### src/lrpg_pkg.sv
// ----------------------------------------------------------------------------
// LED ring pattern generator package
// Item codes, pattern codes and timing constants shared by the block.
// ----------------------------------------------------------------------------
package lrpg_pkg;

   // Item kinds carried on the request tuser
   typedef enum logic [1:0] {
      OP_TICK = 2'd0,
      OP_SET  = 2'd1,
      OP_PLAY = 2'd2
   } op_type;

   typedef logic [3:0]  pattern_type;
   typedef logic [13:0] ms_type;
   typedef logic [6:0]  ticks_type;
   typedef logic [7:0]  level_type;

   // Pattern codes
   localparam pattern_type PAT_OFF          = 4'd0;
   localparam pattern_type PAT_WHITE        = 4'd1;
   localparam pattern_type PAT_BREATHE      = 4'd2;
   localparam pattern_type PAT_AMBER_SLOW   = 4'd3;
   localparam pattern_type PAT_AMBER_RAPID  = 4'd4;
   localparam pattern_type PAT_GREEN        = 4'd5;
   localparam pattern_type PAT_BLUE_PULSE   = 4'd6;
   localparam pattern_type PAT_RED_TRIPLE   = 4'd7;
   localparam pattern_type PAT_SOLID_RED    = 4'd8;

   // Time base: common period of all patterns
   localparam int TIME_WRAP = 12000;
   localparam int COUNT_MAX = 127;

   // Play durations in milliseconds
   localparam int PLAY_MS_AMBER_SLOW = 3000;
   localparam int PLAY_MS_GREEN      = 700;
   localparam int PLAY_MS_RED_TRIPLE = 900;
   localparam int PLAY_MS_DEFAULT    = 500;

   // Reciprocal multipliers, exact over the ranges used
   // floor(ms/120)  = (ms * Q120_MUL) >> 22, ms < 12000
   // floor(ms/150)  = (ms * Q150_MUL) >> 22, ms < 12000
   // floor(u*12/2000) = (u * BREATHE_MUL) >> 24, u <= 2000
   // floor(u*50/1000) = (u * PULSE_MUL) >> 16, u <= 1000
   localparam int Q120_MUL    = 34953;
   localparam int Q150_MUL    = 27963;
   localparam int BREATHE_MUL = 100665;
   localparam int PULSE_MUL   = 3277;

endpackage

### src/lrpg_color.sv
// ----------------------------------------------------------------------------
// LED ring pattern color lookup
// Combinational RGB levels of one pattern at a given elapsed time.
// ----------------------------------------------------------------------------
module lrpg_color (
   input  lrpg_pkg::pattern_type pattern,
   input  lrpg_pkg::ms_type      ms,
   output lrpg_pkg::level_type   red,
   output lrpg_pkg::level_type   green,
   output lrpg_pkg::level_type   blue
);
   import lrpg_pkg::*;

   logic [11:0] phase4;
   logic [10:0] up4;
   logic [10:0] phase2;
   logic [9:0]  up2;
   logic [9:0]  phase1;
   logic [27:0] breathe_prod;
   logic [21:0] pulse_prod;
   logic [28:0] prod120;
   logic [28:0] prod150;
   level_type   breathe_level;
   level_type   pulse_level;

   // Fold time into the 4000, 2000 and 1000 ms phases
   always_comb begin
      if (ms >= 14'd8000) begin
         phase4 = 12'(ms - 14'd8000);
      end else if (ms >= 14'd4000) begin
         phase4 = 12'(ms - 14'd4000);
      end else begin
         phase4 = ms[11:0];
      end
      up4    = (phase4 < 12'd2000) ? phase4[10:0] : 11'(12'd4000 - phase4);
      phase2 = (phase4 >= 12'd2000) ? 11'(phase4 - 12'd2000) : phase4[10:0];
      up2    = (phase2 < 11'd1000) ? phase2[9:0] : 10'(11'd2000 - phase2);
      phase1 = (phase2 >= 11'd1000) ? 10'(phase2 - 11'd1000) : phase2[9:0];
   end

   // Triangle levels and flash periods by reciprocal multiply
   assign breathe_prod  = 28'(up4) * 28'(BREATHE_MUL);
   assign pulse_prod    = 22'(up2) * 22'(PULSE_MUL);
   assign prod120       = 29'(ms) * 29'(Q120_MUL);
   assign prod150       = 29'(ms) * 29'(Q150_MUL);
   assign breathe_level = 8'd2 + {4'd0, breathe_prod[27:24]};
   assign pulse_level   = 8'd10 + {2'd0, pulse_prod[21:16]};

   // Select the color of the pattern
   always_comb begin
      red   = 8'd0;
      green = 8'd0;
      blue  = 8'd0;
      unique case (pattern)
         PAT_WHITE: begin
            red   = 8'd12;
            green = 8'd12;
            blue  = 8'd12;
         end
         PAT_BREATHE: begin
            red   = breathe_level;
            green = breathe_level;
            blue  = breathe_level;
         end
         PAT_AMBER_SLOW: begin
            if (phase1 < 10'd650) begin
               red   = 8'd80;
               green = 8'd40;
            end
         end
         PAT_AMBER_RAPID: begin
            if (prod120[22]) begin
               red   = 8'd80;
               green = 8'd40;
            end
         end
         PAT_GREEN: begin
            green = 8'd90;
         end
         PAT_BLUE_PULSE: begin
            blue = pulse_level;
         end
         PAT_RED_TRIPLE: begin
            if (!prod150[22]) begin
               red = 8'd90;
            end
         end
         PAT_SOLID_RED: begin
            red = 8'd64;
         end
         default: begin
            // off and undefined codes stay dark
         end
      endcase
   end

endmodule

### src/led_ring_pattern_generator_unit.sv
// ----------------------------------------------------------------------------
// LED ring pattern generator
// Renders animated RGB patterns one tick at a time, with timed pattern plays.
// ----------------------------------------------------------------------------
//  channel  | direction | tdata                                 | tuser
//  req_     | in        | [3:0] pattern, [7:4] next_pattern     | [1:0] op
//  rsp_     | out       | [7:0] red, [15:8] green, [23:16] blue | none
//
//  One item per cycle while results are taken; a tick passes through the input
//  register, then the color logic, into the result register, and its color is
//  valid on rsp_ once the result register holds it.
//  Set and play items update state and give no result.
//  Reset clears the pattern, the elapsed time and any pending switch.
//  A stalled result holds the input register only when it holds a tick.
// ----------------------------------------------------------------------------
module led_ring_pattern_generator_unit #(
   parameter int TICK_MILLISECONDS = 25
) (
   input  logic        clock,
   input  logic        reset,
   input  logic        req_tvalid,
   output logic        req_tready,
   input  logic [7:0]  req_tdata,   // [3:0] pattern, [7:4] next_pattern
   input  logic [1:0]  req_tuser,   // [1:0] op
   output logic        rsp_tvalid,
   input  logic        rsp_tready,
   output logic [23:0] rsp_tdata    // [7:0] red, [15:8] green, [23:16] blue
);
   import lrpg_pkg::*;

   // Tick counts of each play, rounded up and clamped to the counter
   localparam int TickStep  = TICK_MILLISECONDS % TIME_WRAP;
   localparam int RawSlow   = (PLAY_MS_AMBER_SLOW + TICK_MILLISECONDS - 1) / TICK_MILLISECONDS;
   localparam int RawGreen  = (PLAY_MS_GREEN + TICK_MILLISECONDS - 1) / TICK_MILLISECONDS;
   localparam int RawTriple = (PLAY_MS_RED_TRIPLE + TICK_MILLISECONDS - 1) / TICK_MILLISECONDS;
   localparam int RawDef    = (PLAY_MS_DEFAULT + TICK_MILLISECONDS - 1) / TICK_MILLISECONDS;
   localparam int TicksSlow   = (RawSlow > COUNT_MAX) ? COUNT_MAX : ((RawSlow < 1) ? 1 : RawSlow);
   localparam int TicksGreen  = (RawGreen > COUNT_MAX) ? COUNT_MAX :
                                ((RawGreen < 1) ? 1 : RawGreen);
   localparam int TicksTriple = (RawTriple > COUNT_MAX) ? COUNT_MAX :
                                ((RawTriple < 1) ? 1 : RawTriple);
   localparam int TicksDef    = (RawDef > COUNT_MAX) ? COUNT_MAX : ((RawDef < 1) ? 1 : RawDef);

   function automatic ticks_type play_ticks(input pattern_type pat);
      ticks_type n;
      if (pat == PAT_AMBER_SLOW) begin
         n = 7'(TicksSlow);
      end else if (pat == PAT_GREEN) begin
         n = 7'(TicksGreen);
      end else if (pat == PAT_RED_TRIPLE) begin
         n = 7'(TicksTriple);
      end else begin
         n = 7'(TicksDef);
      end
      return n;
   endfunction

   logic        in_valid_ff;
   op_type      in_op_ff;
   pattern_type in_pattern_ff;
   pattern_type in_next_ff;
   logic        in_move;

   pattern_type current_ff, current_in;
   ms_type      ms_ff, ms_in;
   ticks_type   ticks_ff, ticks_in;
   pattern_type pending_ff, pending_in;
   logic [14:0] ms_sum;

   logic        rsp_valid_ff, rsp_valid_in;
   logic [23:0] rsp_data_ff;
   level_type   red;
   level_type   green;
   level_type   blue;

   // Advance the held item unless it is a tick blocked by a full result
   assign in_move    = in_valid_ff &&
                       ((in_op_ff != OP_TICK) || !rsp_valid_ff || rsp_tready);
   assign req_tready = !in_valid_ff || in_move;

   // Input register
   always_ff @(posedge clock) begin
      if (reset) begin
         in_valid_ff <= 1'b0;
      end else if (req_tready) begin
         in_valid_ff <= req_tvalid;
      end
      if (req_tready && req_tvalid) begin
         in_op_ff      <= op_type'(req_tuser);
         in_pattern_ff <= req_tdata[3:0];
         in_next_ff    <= req_tdata[7:4];
      end
   end

   lrpg_color u_color (
      .pattern (current_ff),
      .ms      (ms_ff),
      .red     (red),
      .green   (green),
      .blue    (blue)
   );

   // Apply the held item to the pattern state
   always_comb begin
      current_in   = current_ff;
      ms_in        = ms_ff;
      ticks_in     = ticks_ff;
      pending_in   = pending_ff;
      rsp_valid_in = rsp_valid_ff && !rsp_tready;
      ms_sum       = {1'b0, ms_ff} + 15'(TickStep);
      if (in_move) begin
         unique case (in_op_ff)
            OP_TICK: begin
               rsp_valid_in = 1'b1;
               ms_in = (ms_sum >= 15'(TIME_WRAP)) ? 14'(ms_sum - 15'(TIME_WRAP))
                                                  : ms_sum[13:0];
               if (ticks_ff != 7'd0) begin
                  ticks_in = ticks_ff - 7'd1;
                  if (ticks_ff == 7'd1) begin
                     current_in = pending_ff;
                     ms_in      = 14'd0;
                  end
               end
            end
            OP_SET: begin
               current_in = in_pattern_ff;
               ms_in      = 14'd0;
            end
            OP_PLAY: begin
               current_in = in_pattern_ff;
               ms_in      = 14'd0;
               pending_in = in_next_ff;
               ticks_in   = play_ticks(in_pattern_ff);
            end
            default: begin
               // reserved op: drop the item
            end
         endcase
      end
   end

   // State and result registers
   always_ff @(posedge clock) begin
      if (reset) begin
         current_ff   <= PAT_OFF;
         ms_ff        <= 14'd0;
         ticks_ff     <= 7'd0;
         pending_ff   <= PAT_OFF;
         rsp_valid_ff <= 1'b0;
      end else begin
         current_ff   <= current_in;
         ms_ff        <= ms_in;
         ticks_ff     <= ticks_in;
         pending_ff   <= pending_in;
         rsp_valid_ff <= rsp_valid_in;
      end
      if (in_move && (in_op_ff == OP_TICK)) begin
         rsp_data_ff <= {blue, green, red};
      end
   end

   assign rsp_tvalid = rsp_valid_ff;
   assign rsp_tdata  = rsp_data_ff;

`ifndef SYNTHESIS
   // Elapsed time stays inside the common period
   a_ms_range: assert property (@(posedge clock) disable iff (reset)
      ms_ff < 14'(TIME_WRAP))
      else $error("elapsed time out of range");

   // The last countdown tick switches to the pending pattern at time zero
   a_switch: assert property (@(posedge clock) disable iff (reset)
      (in_move && (in_op_ff == OP_TICK) && (ticks_ff == 7'd1)) |=>
      ((current_ff == $past(pending_ff)) && (ms_ff == 14'd0) && (ticks_ff == 7'd0)))
      else $error("pending switch not taken");

   // A set keeps any pending switch
   a_set_keeps: assert property (@(posedge clock) disable iff (reset)
      (in_move && (in_op_ff == OP_SET)) |=>
      ((ticks_ff == $past(ticks_ff)) && (pending_ff == $past(pending_ff))))
      else $error("set disturbed pending switch");
`endif

endmodule

### config.mk
export PLATFORM = sky130hd
export DESIGN_NAME = led_ring_pattern_generator_unit
export DESIGN_NICKNAME = d
export VERILOG_FILES = /design/src/lrpg_pkg.sv /design/src/lrpg_color.sv /design/src/led_ring_pattern_generator_unit.sv
export SDC_FILE = /design/constraint.sdc
export NUM_CORES = 1
export LEC_CHECK = 0
export ABC_AREA = 1
export BUFFER_PORTS_ARGS = -buffer_cell sky130_fd_sc_hd__buf_2
export CAP_MARGIN = 15
export CORE_MARGIN = 2
export CORE_UTILIZATION = 71
export CTS_CLUSTER_DIAMETER = 80
export DETAILED_ROUTE_END_ITERATION = 8
export PLACE_DENSITY = 0.86
export SKIP_LAST_GASP = 1
export SYNTH_ARGS = -nofsm -noshare
export SYNTH_HDL_FRONTEND = slang
export SYNTH_SLANG_ARGS = --single-unit
### constraint.sdc
create_clock -name clock -period 25.2 [get_ports clock]
set_input_delay 6.3 -clock clock [delete_from_list [all_inputs] [get_ports clock]]
set_output_delay 6.3 -clock clock [all_outputs]
set_load 0.005 [all_outputs]
; Word-level counts from Yosys, hierarchy flattened
; Index checks and enable logic that the tools add are counted.
; Widths: inputs -> output; s select.
[word_totals]
regBits = 65
latch_bits = 0
ramBits = 0
mem_bits_ro = 0
inputBits = 14
output_inout_bits = 26
wordCells = 97
memories = 0
[classes]
n_addsub = 11
n_mul = 4
n_div = 0
n_lt_le_gt_ge = 8
n_eq_ne = 16
n_shift = 0
mux = 28
bitwise = 0
reduce_logical = 20
[op_table]
columns = operator, n
row1 = $pmux 8 s6, 1
row2 = $mux 14, 3
row3 = $pmux 8 s5, 1
row4 = $mux 7, 5
row5 = $mul 11x17->28 const B, 1
row6 = $pmux 14 s2, 1
row7 = $eq 4x3->1 const B, 6
row8 = $mux 12, 2
row9 = $mux 6, 4
row10 = $pmux 8 s3, 1
row11 = $sub 12x12->12 const B, 2
row12 = $mul 14x15->23 const B, 1
row13 = $mul 14x16->23 const B, 1
row14 = $mul 10x12->22 const B, 1
row15 = $mux 11, 2
row16 = $mux 10, 2
row17 = $add 14x5->15 const B, 1
row18 = $ge 15x14->1 const B, 1
row19 = $ge 14x12->1 const B, 1
row20 = $ge 14x13->1 const B, 1
row21 = $pmux 7 s2, 1
row22 = $sub 14x14->14 const B, 1
row23 = $eq 4x2->1 const B, 3
row24 = $ge 12x11->1 const B, 1
row25 = 30 further kinds, 43

; Longest topological paths before layout
; Gate-level depths: netlist of run 1.
[logic_depth]
word_depth = 10
depth_mapped = 52
ltp_nobuf = 50

; By module
; A second synthesis of run 1 with hierarchy kept.
[hier_totals]
hier_cells = 1698
area_unflattened_um2 = 14219.9
[modules_own_cells]
columns = mod, instances, cells_each, area_per_inst_um2, seq_area_each_um2
row1 = lrpg_color, 1, 1321, 10976.8, 0.0
row2 = led_ring_pattern_generator_unit, 1, 377, 3243.1, 1641.6

; Worst setup path before layout of run 1
; Ideal clock, no wire load.
[synth_timing]
path_type = input port to output port
from = input port rsp_tready
to = output port req_tready
arrival_ns = 6.561
required_time_ns = 18.900
slack_ns = 12.339
stages = 2
n_path_buf = 0
path_cell_list = nor2_1 > nand3_1
[synth_via]
elab_chain_cells = 3
[synth_rtl]
columns = element, line
row1 = from (decl), led_ring_pattern_generator_unit.sv:26  ; input logic rsp_tready,
row2 = $logic_or 1x1->1, led_ring_pattern_generator_unit.sv:78  ; ((in_op_ff != OP_TICK) || !rsp_valid_ff || rsp_tready);
row3 = $logic_and 1x1->1, led_ring_pattern_generator_unit.sv:77  ; assign in_move = in_valid_ff &&
row4 = $logic_or 1x1->1, led_ring_pattern_generator_unit.sv:79  ; assign req_tready = !in_valid_ff || in_move;
row5 = to (decl), led_ring_pattern_generator_unit.sv:22  ; output logic req_tready,
; Every way passes these cells.

; Final worst setup path of run 1
; Same ends and word-level chain as after synthesis.

==> flow_summary_export.csv, run 1 <==
group,metric,value,unit
grt,grt_pass1_wl,52700,um
floorplanning,die_h,143,um
floorplanning,die_w,143,um
grt,grt_overflow,0,
timing,max-slew-margin-rel,38.2,%
pwr,power_density,21.5,nW/um2
floorplanning,initial_core_util,72.9,%
layout,diodes,0,
timing,hold_ws,0.470,ns
detailed_routing,via_per_inst,5.62,
layout,fin_nets,2125,
placement,place_congestion,0.965,
detailed_routing,ant_nets,0,
pwr,ir_worst_vdd,0.0385,mV
timing,setup_viol,0,
timing,maxSlewViolCount,0,
timing,clock_skew,0.00573,ns
setup_path,crit_start,"rsp_tready",
detailed_routing,drc,0,
timing,min_period,13.19,ns
clocking,clkTransAtPathRegs,0.05,ns
layout,syn_to_final_growth,5.57,%
layout,drive_above_1_share,7.10,%
synth,synth_area_leader_cell,"ha_1",
setup_path,r2r-start,"ms_ff[4]",
layout,final_common_cell,"inv_1",
setup_path,end_kind,"output pin",
floorplanning,rows,50,
synth,synth_seq_area_share,11.0,%
grt,grt_max_degree,22,
clocking,root_buffer,"clkbuf_16",
grt,top_usage_layer,"met2",
layout,regArea,1520,um2
grt,grt.total_usage,32.2,%
pwr,p_int,0.226,mW
setup_path,crit_required,18.90,ns
synth,synth_top_area_share,28.4,%
synth,syn-instance-count,1607,
timing,rsz0062_at_grt,"false",
synth,syn_avg_cell_area,8.58,um2
pwr,clkPwrFrac,45.0,%
detailed_routing,wl_per_cell,16.5,um
min_path,hp-start,"pending_ff[3]",
clocking,max-clock-path-buffers,2,
setup_path,worstSetupPathType,"in2out",
detailed_routing,drt_iter0_markers,654,
setup_path,cp_data_arrival_time,6.89,ns
clocking,h-tree-depth,3,
pwr,switching_power,0.0876,mW
layout,num-fill-cells,1299,
grt,grt_util_met3,4.43,%
detailed_routing,detailedRoute.firstPassIterationCount,5,
synth,synth_top_flop_cell,"dfxtp_1",
layout,multi_input_area,10700,um2
job,cap_violations,0,
clocking,cts_tree,"yes",
timing,fmaxAchievable,0.0758,GHz
pwr,p_comb_share,19.7,%
detailed_routing,finalWirelength,31500,um
synth,ys_ff_latch,61,
floorplanning,core,18900,um2
clocking,hold_buffers,0,
clocking,cts_setup_buffers,0,
pwr,p_sw_share,27.9,%
grt,first_global_vias,11200,
grt,antenna_found_initial,0,
floorplanning,ioPinCount,40,
synth,synth_cell_types,56,
synth,yosysWarnings,0,
timing,hold_viol_final,0,
detailed_routing,vias,10700,
synth,synth_area,13800,um2
grt,grt.met1_usage,41.0,%
synth,synth_edf_count,30,
synth,async_reset_ff_share,0,%
run_status,outcome,"finished clean",
min_path,min_path_type,"reg2reg",
placement,dp_hpwl,25500,um
setup_path,start_kind,"input port",
pwr,power,0.313,mW
clocking,cts.repair.resized,0,
layout,layout_common_cells,"inv_1, ha_1, nand2_1",
grt,grtUsageMet2,57.8,%
synth,synthTopCellsByArea,"ha_1, fa_1, inv_1",
placement,numPortBuffers,35,
pwr,p_leak,8.59,nW
clocking,cts_buffers,9,
timing,tns,0,ns
timing,fin_crit_sh,52.4,%
setup_path,worstPathMaxFanout,3,
pwr,power_frac_seq,35.3,%
floorplanning,die-area,20500,um2
timing,worstMarginPinSlew,0.917,ns
clocking,insertion_delay,0.33,ns
clocking,cts.sinks,61,
-- cells by family after synthesis --
logic type	Yosys count	synth area share (%)
other cells	1	0.0272
flops	61	11.0
fa+ha+maj	467	50.8
xor+xnor	59	4.08
simple gates	427	14.7
compound gates	184	7.82
buf+inv	408	11.5
-- power groups by stage --
stage / Sequential (mW) / Combinational [mW] / Clock, mW
final: 0.111 / 0.0619 / 0.141
after global routing: 0.111 / 0.0705 / 0.145
after CTS: 0.110 / 0.0617 / 0.141
after detailed placement: 0.112 / 0.0597 / 0
after global placement: 0.112 / 0.0564 / 0
after floorplan: 0.112 / 0.0434 / 0
-- per-stage QoR --
| step | setup slack, ns | utilization (%) | instance area (um2) | cells |
|---|---|---|---|---|
| floorplan | 12.34 | - | 13800 | 1610 |
| detailed placement | 12.07 | 75.2 | 14200 | 1893 |
| global placement | 12.09 | 75.2 | 14200 | 1893 |
| finish | 12.01 | 77.0 | 14600 | 1909 |
| global route | 11.95 | 77.0 | 14600 | 1909 |
| CTS | 12.02 | 77.0 | 14600 | 1909 |
-- synth_stat cells, types with 6 or more instances --
cell type / count
xor2_1: 39
or2_2: 8
nand3_2: 6
o21ai_0: 47
nand4_1: 20
nor3_1: 19
ha_1: 313
dfxtp_1: 31
a211oi_1: 6
inv_1: 386
buf_4: 6
nand2_2: 14
xnor2_1: 17
o21a_1: 10
a21oi_1: 85
nand2_1: 210
fa_1: 154
nand2_4: 9
nor2_1: 69
nand3_1: 49
edfxtp_1: 30
-- worst max-delay path: stages --
cell	delay, ns
buf_2	0.10
nor2_1	0.16
nand3_1	0.16
buf_2	0.17
-- state kept, by name (all words and copies together), names as in the netlist --
register / cells
pending_ff: 4
in_op_ff: 2
ms_ff: 14
in_valid_ff: 1
rsp_tdata: 20
ticks_ff: 7
in_next_ff: 4
current_ff: 4
in_pattern_ff: 4
rsp_tvalid: 1
-- final timing paths --
check | to | slack, ns | cells after the start
setup / recovery | req_tready | 12.01 | 4
setup reg to reg | rsp_tdata[3] | 15.92 | 40
hold reg to reg | pending_ff[3] | 0.47 | 2
hold / removal | pending_ff[3] | 0.47 | 2
-- area by class of cell --
class	instances	share of cell area, %
Clock buffer	10	1.57
Clock inverter	6	0.765
Inverter	392	10.1
Multi-Input combinational cell	1141	73.4
Sequential cell	61	10.5
Tap cell	260	2.24
Timing Repair Buffer	39	1.41
-- layer usage --
metal / wire length (um) / share of wire (%)
met1: 13300 / 42
met2: 15900 / 50
met3: 1630 / 5.2
met4: 737 / 2.3
met5: 0 / 0
(Power assumes the default switching activity.)
==> inputs of run 2 (changes only) <==
CORE_UTILIZATION = 66   (was 71)
PLACE_DENSITY = 0.81   (was 0.86)
clock period = 12.8 ns   (was 25.2 ns; I/O delays follow)
==> run 2 against run 1 <==
Worst hold slack gained 0.0036 ns. Clock skew grew 0.0011 ns. Via count down 1.8%. Largest power group unchanged. Global-route usage fell by 2.5 points. Sequential share of layout area about the same. Utilization is 5.7 points lower. Cell count up 0.42%. First-iteration DRC count decreased by 24%. Critical path type is now reg2reg.
==> flow_summary_export.csv, run 2 (synthesis gave the netlist of run 1 again) <==
group,metric,value,unit
grt,grt_max_degree,22,
grt,grt_overflow,0,
timing,clock_skew,0.00681,ns
layout,fin_area,14500,um2
layout,final_core_util,71.3,%
pwr,power_density,41.1,nW/um2
min_path,hold_depth,2,
timing,setup_viol,0,
clocking,max-clock-path-buffers,2,
layout,largest_reg_flops,20,
grt,antenna_found_initial,0,
placement,place_congestion,0.947,
timing,hold_viol_final,0,
clocking,cts_tree,"yes",
placement,numPortBuffers,35,
detailed_routing,ant_nets,0,
timing,fin_crit_sh,68.8,%
timing,tns,0,ns
floorplanning,rows,52,
setup_path,worstSetupPathType,"reg2reg",
clocking,hold_buffers,0,
layout,fin_nets,2123,
setup_path,cp_common_cell,"nand2_1",
layout,final_common_cell,"inv_1",
grt,grt_pass1_wl,52600,um
clocking,insertion_delay,0.33,ns
timing,maxSlewViolCount,0,
min_path,hp-start,"pending_ff[2]",
layout,drive_above_1_share,6.98,%
clocking,cts_setup_buffers,0,
timing,fmaxAchievable,0.114,GHz
setup_path,worstPathMaxFanout,17,
setup_path,end_kind,"flop",
clocking,cts.sinks,61,
placement,dp_hpwl,27000,um
clocking,h-tree-depth,3,
clocking,cts_buffers,9,
layout,num-fill-cells,1575,
setup_path,cp_data_arrival_time,8.88,ns
setup_path,crit_required,12.88,ns
layout,layout_common_cells,"inv_1, ha_1, nand2_1",
run_status,outcome,"finished clean",
setup_path,r2r_end,"rsp_tdata[11]",
layout,syn_to_final_growth,5.39,%
timing,min_period,8.80,ns
floorplanning,die_h,149,um
clocking,cts.repair.resized,0,
timing,max-slew-margin-rel,24.6,%
clocking,root_buffer,"clkbuf_16",
floorplanning,core,20400,um2
timing,worstMarginPinSlew,1.12,ns
floorplanning,initial_core_util,67.7,%
clocking,clkTransAtPathRegs,0.05,ns
detailed_routing,detailedRoute.firstPassIterationCount,5,
setup_path,start_kind,"flop",
timing,hold_ws,0.474,ns
setup_path,r2r_cells,40,
floorplanning,ioPinCount,40,
setup_path,slowest_delay,0.86,ns
pwr,ir_worst_vdd,0.0893,mV
layout,diodes,0,
job,cap_violations,0,
grt,grt.total_usage,29.8,%
pwr,p_leak,8.57,nW
detailed_routing,drt_iter0_markers,500,
grt,first_global_vias,11100,
detailed_routing,finalWirelength,31500,um
timing,rsz0062_at_grt,"false",
placement,placed_cell_area,14200,um2
floorplanning,die_w,149,um
detailed_routing,vias,10500,
detailed_routing,drc,0,
setup_path,slowest_stage,"dfxtp_1",
min_path,min_path_type,"reg2reg",
setup_path,r2r-start,"ms_ff[3]",
detailed_routing,wl_per_cell,16.4,um
pwr,power,0.598,mW
floorplanning,die-area,22100,um2
min_path,whs_endpoint,"pending_ff[2]",
setup_path,r2r_setup_slack,4.00,ns
detailed_routing,via_per_inst,5.50,
run 2: changes by cell type in the layout (fill, tap and decap cells not counted), sizes merged:
| cell | previous run | this run |
|---|---|---|
| buf | 39 | 37 |
| clkinv | 3 | 4 |
| clkbuf | 10 | 11 |
| clkinvlp | 1 | 0 |
| bufinv | 3 | 2 |
run 2: final cells by class:
type / count / area (um2) / share of cell area, %
inverter: 392 / 1470 / 10.1
sequential: 61 / 1520 / 10.5
tap: 270 / 338 / 2.33
clock inverter: 5 / 75.1 / 0.517
timing repair buffer: 37 / 190 / 1.31
clock buffer: 11 / 243 / 1.67
multi-input combinational: 1141 / 10700 / 73.6
run 2: where the power goes:
group | internal [mW] | switching, mW | total (mW) | leakage (nW)
sequential | 0.212 | 0.00617 | 0.218 | 0.524
clock | 0.175 | 0.0852 | 0.260 | 0.159
combinational | 0.0432 | 0.0766 | 0.120 | 7.89
total | 0.430 | 0.168 | 0.598 | 8.57
run 2: worst max path at each step:
| stage | cells after the start | slack (ns) | from | end |
|---|---|---|---|---|
| after detailed placement | 40 | 4.06 | ms_ff[3] | rsp_tdata[11] |
| after global placement | 40 | 4.34 | ms_ff[3] | rsp_tdata[3] |
| after global routing | 40 | 3.20 | ms_ff[3] | rsp_tdata[11] |
| final | 40 | 4.00 | ms_ff[3] | rsp_tdata[11] |
| after CTS | 40 | 4.04 | ms_ff[3] | rsp_tdata[11] |
| after floorplan | 41 | 4.43 | ms_ff[0] | rsp_tdata[3] |
run 2: worst max-delay path, delay by kind of cell (launching register included):
| kind | cells | cell delay [ns] |
|---|---|---|
| AO/OA/AOI/OAI | 5 | 0.95 |
| XOR/XNOR | 1 | 0.32 |
| adder cells (fa/ha/maj) | 8 | 3.33 |
| buffers and inverters | 7 | 0.80 |
| flip-flops | 1 | 0.86 |
| AND/OR/NAND/NOR | 19 | 2.31 |
run 2: routing by layer:
layer	up-vias	global-route usage, %	share of wire, %
li1	5174	-	-
met1	5070	37.7	43
met2	246	54.0	50
met3	52	3.40	3.8
met4	0	8.00	2.5
met5	-	0	0
run 2: stage by stage:
step	std cells	worst slack [ns]
2_1_floorplan	1610	4.43
3_3_place_gp	1901	4.34
3_5_place_dp	1901	4.06
4_1_cts	1917	4.04
5_1_grt	1917	3.20
6_report	1917	4.00
==> inputs of run 3 (changes only) <==
CORE_UTILIZATION = 60   (was 66)
PLACE_DENSITY = 0.77   (was 0.81)
clock period = 7.73 ns   (was 12.8 ns; I/O delays follow)
==> run 3 against run 2 <==
Combinational power up 78%. Die area up 9.7%. First-iteration DRC count up 20%. Clock power up 69%. Sequential power up 64%. Register-to-register slack worse by 3.7 ns. Flip-flop and latch count unchanged. Via count up 4.9%.
==> flow_summary_export.csv, run 3 (synthesis gave the netlist of run 1 again) <==
group,metric,value,unit
run_status,outcome,"finished clean",
pwr,clkPwrFrac,43.4,%
detailed_routing,wl_per_cell,16.1,um
setup_path,worstPathMaxFanout,8,
grt,grt_max_degree,22,
clocking,h-tree-depth,3,
detailed_routing,drt_iter0_markers,599,
pwr,power_density,65.3,nW/um2
floorplanning,initial_core_util,61.1,%
layout,layout_common_cells,"inv_1, ha_1, nand2_1",
layout,multi_input_area,11000,um2
timing,hold_viol_final,0,
setup_path,slowest_delay,0.60,ns
floorplanning,ioPinCount,40,
pwr,power,1.01,mW
detailed_routing,detailedRoute.firstPassIterationCount,5,
timing,fin_crit_sh,96.4,%
floorplanning,die_h,156,um
timing,setup_ws,0.275,ns
pwr,ir_worst_vdd,0.133,mV
detailed_routing,finalWirelength,32300,um
min_path,min_path_type,"reg2reg",
layout,regArea,1530,um2
pwr,p_sw_share,28.7,%
pwr,p_comb_share,21.2,%
clocking,cts_tree,"yes",
detailed_routing,vias,11100,
floorplanning,die_w,156,um
floorplanning,core,22600,um2
layout,num-fill-cells,1743,
layout,fin_nets,2203,
layout,drive_above_1_share,14.2,%
setup_path,worstSetupPathType,"reg2reg",
clocking,cts.sinks,61,
job,cap_violations,0,
timing,clock_skew,0.00781,ns
floorplanning,rows,55,
timing,setup_viol,0,
layout,final_common_cell,"inv_1",
pwr,power_frac_seq,35.4,%
detailed_routing,drc,0,
timing,worstMarginPinSlew,0.789,ns
placement,numPortBuffers,35,
timing,max-slew-margin-rel,47.3,%
placement,post-place-ws,-0.0568,ns
timing,min_period,7.45,ns
detailed_routing,ant_nets,0,
grt,first_global_vias,11300,
grt,grt_pass1_wl,52900,um
setup_path,cp_data_arrival_time,7.54,ns
grt,antenna_found_initial,0,
clocking,root_buffer,"clkbuf_16",
layout,syn_to_final_growth,12.4,%
clocking,hold_buffers,0,
setup_path,crit_required,7.81,ns
setup_path,end_kind,"flop",
grt,grt_overflow,0,
placement,dp_hpwl,26800,um
pwr,switching_power,0.290,mW
grt,grt.total_usage,27.1,%
layout,diodes,0,
pwr,p_leak,9.00,nW
layout,largest_reg_flops,20,
setup_path,slowest_stage,"fa_1",
setup_path,start_kind,"flop",
detailed_routing,via_per_inst,5.49,
pwr,p_int,0.722,mW
floorplanning,die-area,24200,um2
timing,fmaxAchievable,0.134,GHz
clocking,cts_buffers,9,
clocking,max-clock-path-buffers,2,
clocking,clkTransAtPathRegs,0.05,ns
clocking,insertion_delay,0.33,ns
timing,maxSlewViolCount,0,
placement,place_congestion,0.943,
[run 3: changes by cell type in the layout (fill, tap and decap cells not counted), sizes merged]
cell	delta
nor2	+1
clkinv	-3
nand2	+1
clkinvlp	+3
buf	+77
nand3	+1
[run 3: cell type report]
cell class / instances / area share (%)
multi-input cells: 1144 / 71.1
repair buffers: 114 / 5.06
clock inverters: 5 / 0.541
inverters: 392 / 9.54
clock buffers: 11 / 1.57
flip-flops and latches: 61 / 9.87
well taps: 285 / 2.30
[run 3: critical path, delay by kind of cell, from the launching register on]
kind / cells / cell delay, ns
simple gates: 23 / 2.49
compound gates: 3 / 0.51
buf+inv: 10 / 0.95
flops: 1 / 0.37
fa+ha+maj: 8 / 2.88
[run 3: path summary, 6_finish.rpt]
check	from	to	slack (ns)	cells after the start
min reg2reg	pending_ff[0]	pending_ff[0]	0.46	2
max	ms_ff[7]	rsp_tdata[19]	0.28	44
min	pending_ff[0]	pending_ff[0]	0.46	2
max reg2reg	ms_ff[7]	rsp_tdata[19]	0.28	44
[run 3: power groups by stage]
stage / logic (mW) / clock network, mW / registers (mW)
3_5_place_dp: 0.203 / 0 / 0.364
2_1_floorplan: 0.142 / 0 / 0.367
3_3_place_gp: 0.195 / 0 / 0.364
5_1_grt: 0.248 / 0.460 / 0.359
6_report: 0.214 / 0.439 / 0.358
4_1_cts: 0.206 / 0.445 / 0.357
[run 3: repair_timing]
item,in CTS,in global routing
endpoints found under the setup margin,3,15
gates cloned,0,3
buffers inserted,0,35
resized for setup,4,62
pin swaps,1,36
[run 3: per-stage QoR]
step                      cell area [um2]  util [%]  TNS [ns]  cells  hold slack (ns)
after global routing                15500      68.6    -0.718   2012            0.493
after floorplan                     13800         -         0   1610            0.430
final                               15500      68.6         0   2012            0.462
after detailed placement            14600      64.6    -0.157   1958            0.453
after CTS                           14900      66.1         0   1974            0.462
after global placement              14600      64.6         0   1958            0.442
[run 3: layer usage]
| metal | wire length [um] | up-vias | track usage, % | share of wire [%] |
|---|---|---|---|---|
| met2 | 16100 | 300 | 48.4 | 50 |
| met1 | 13800 | 5324 | 34.8 | 43 |
| met3 | 1390 | 83 | 2.97 | 4.3 |
| met5 | 0 | - | 0 | 0 |
| li1 | - | 5347 | - | - |
| met4 | 1070 | 0 | 8.30 | 3.3 |
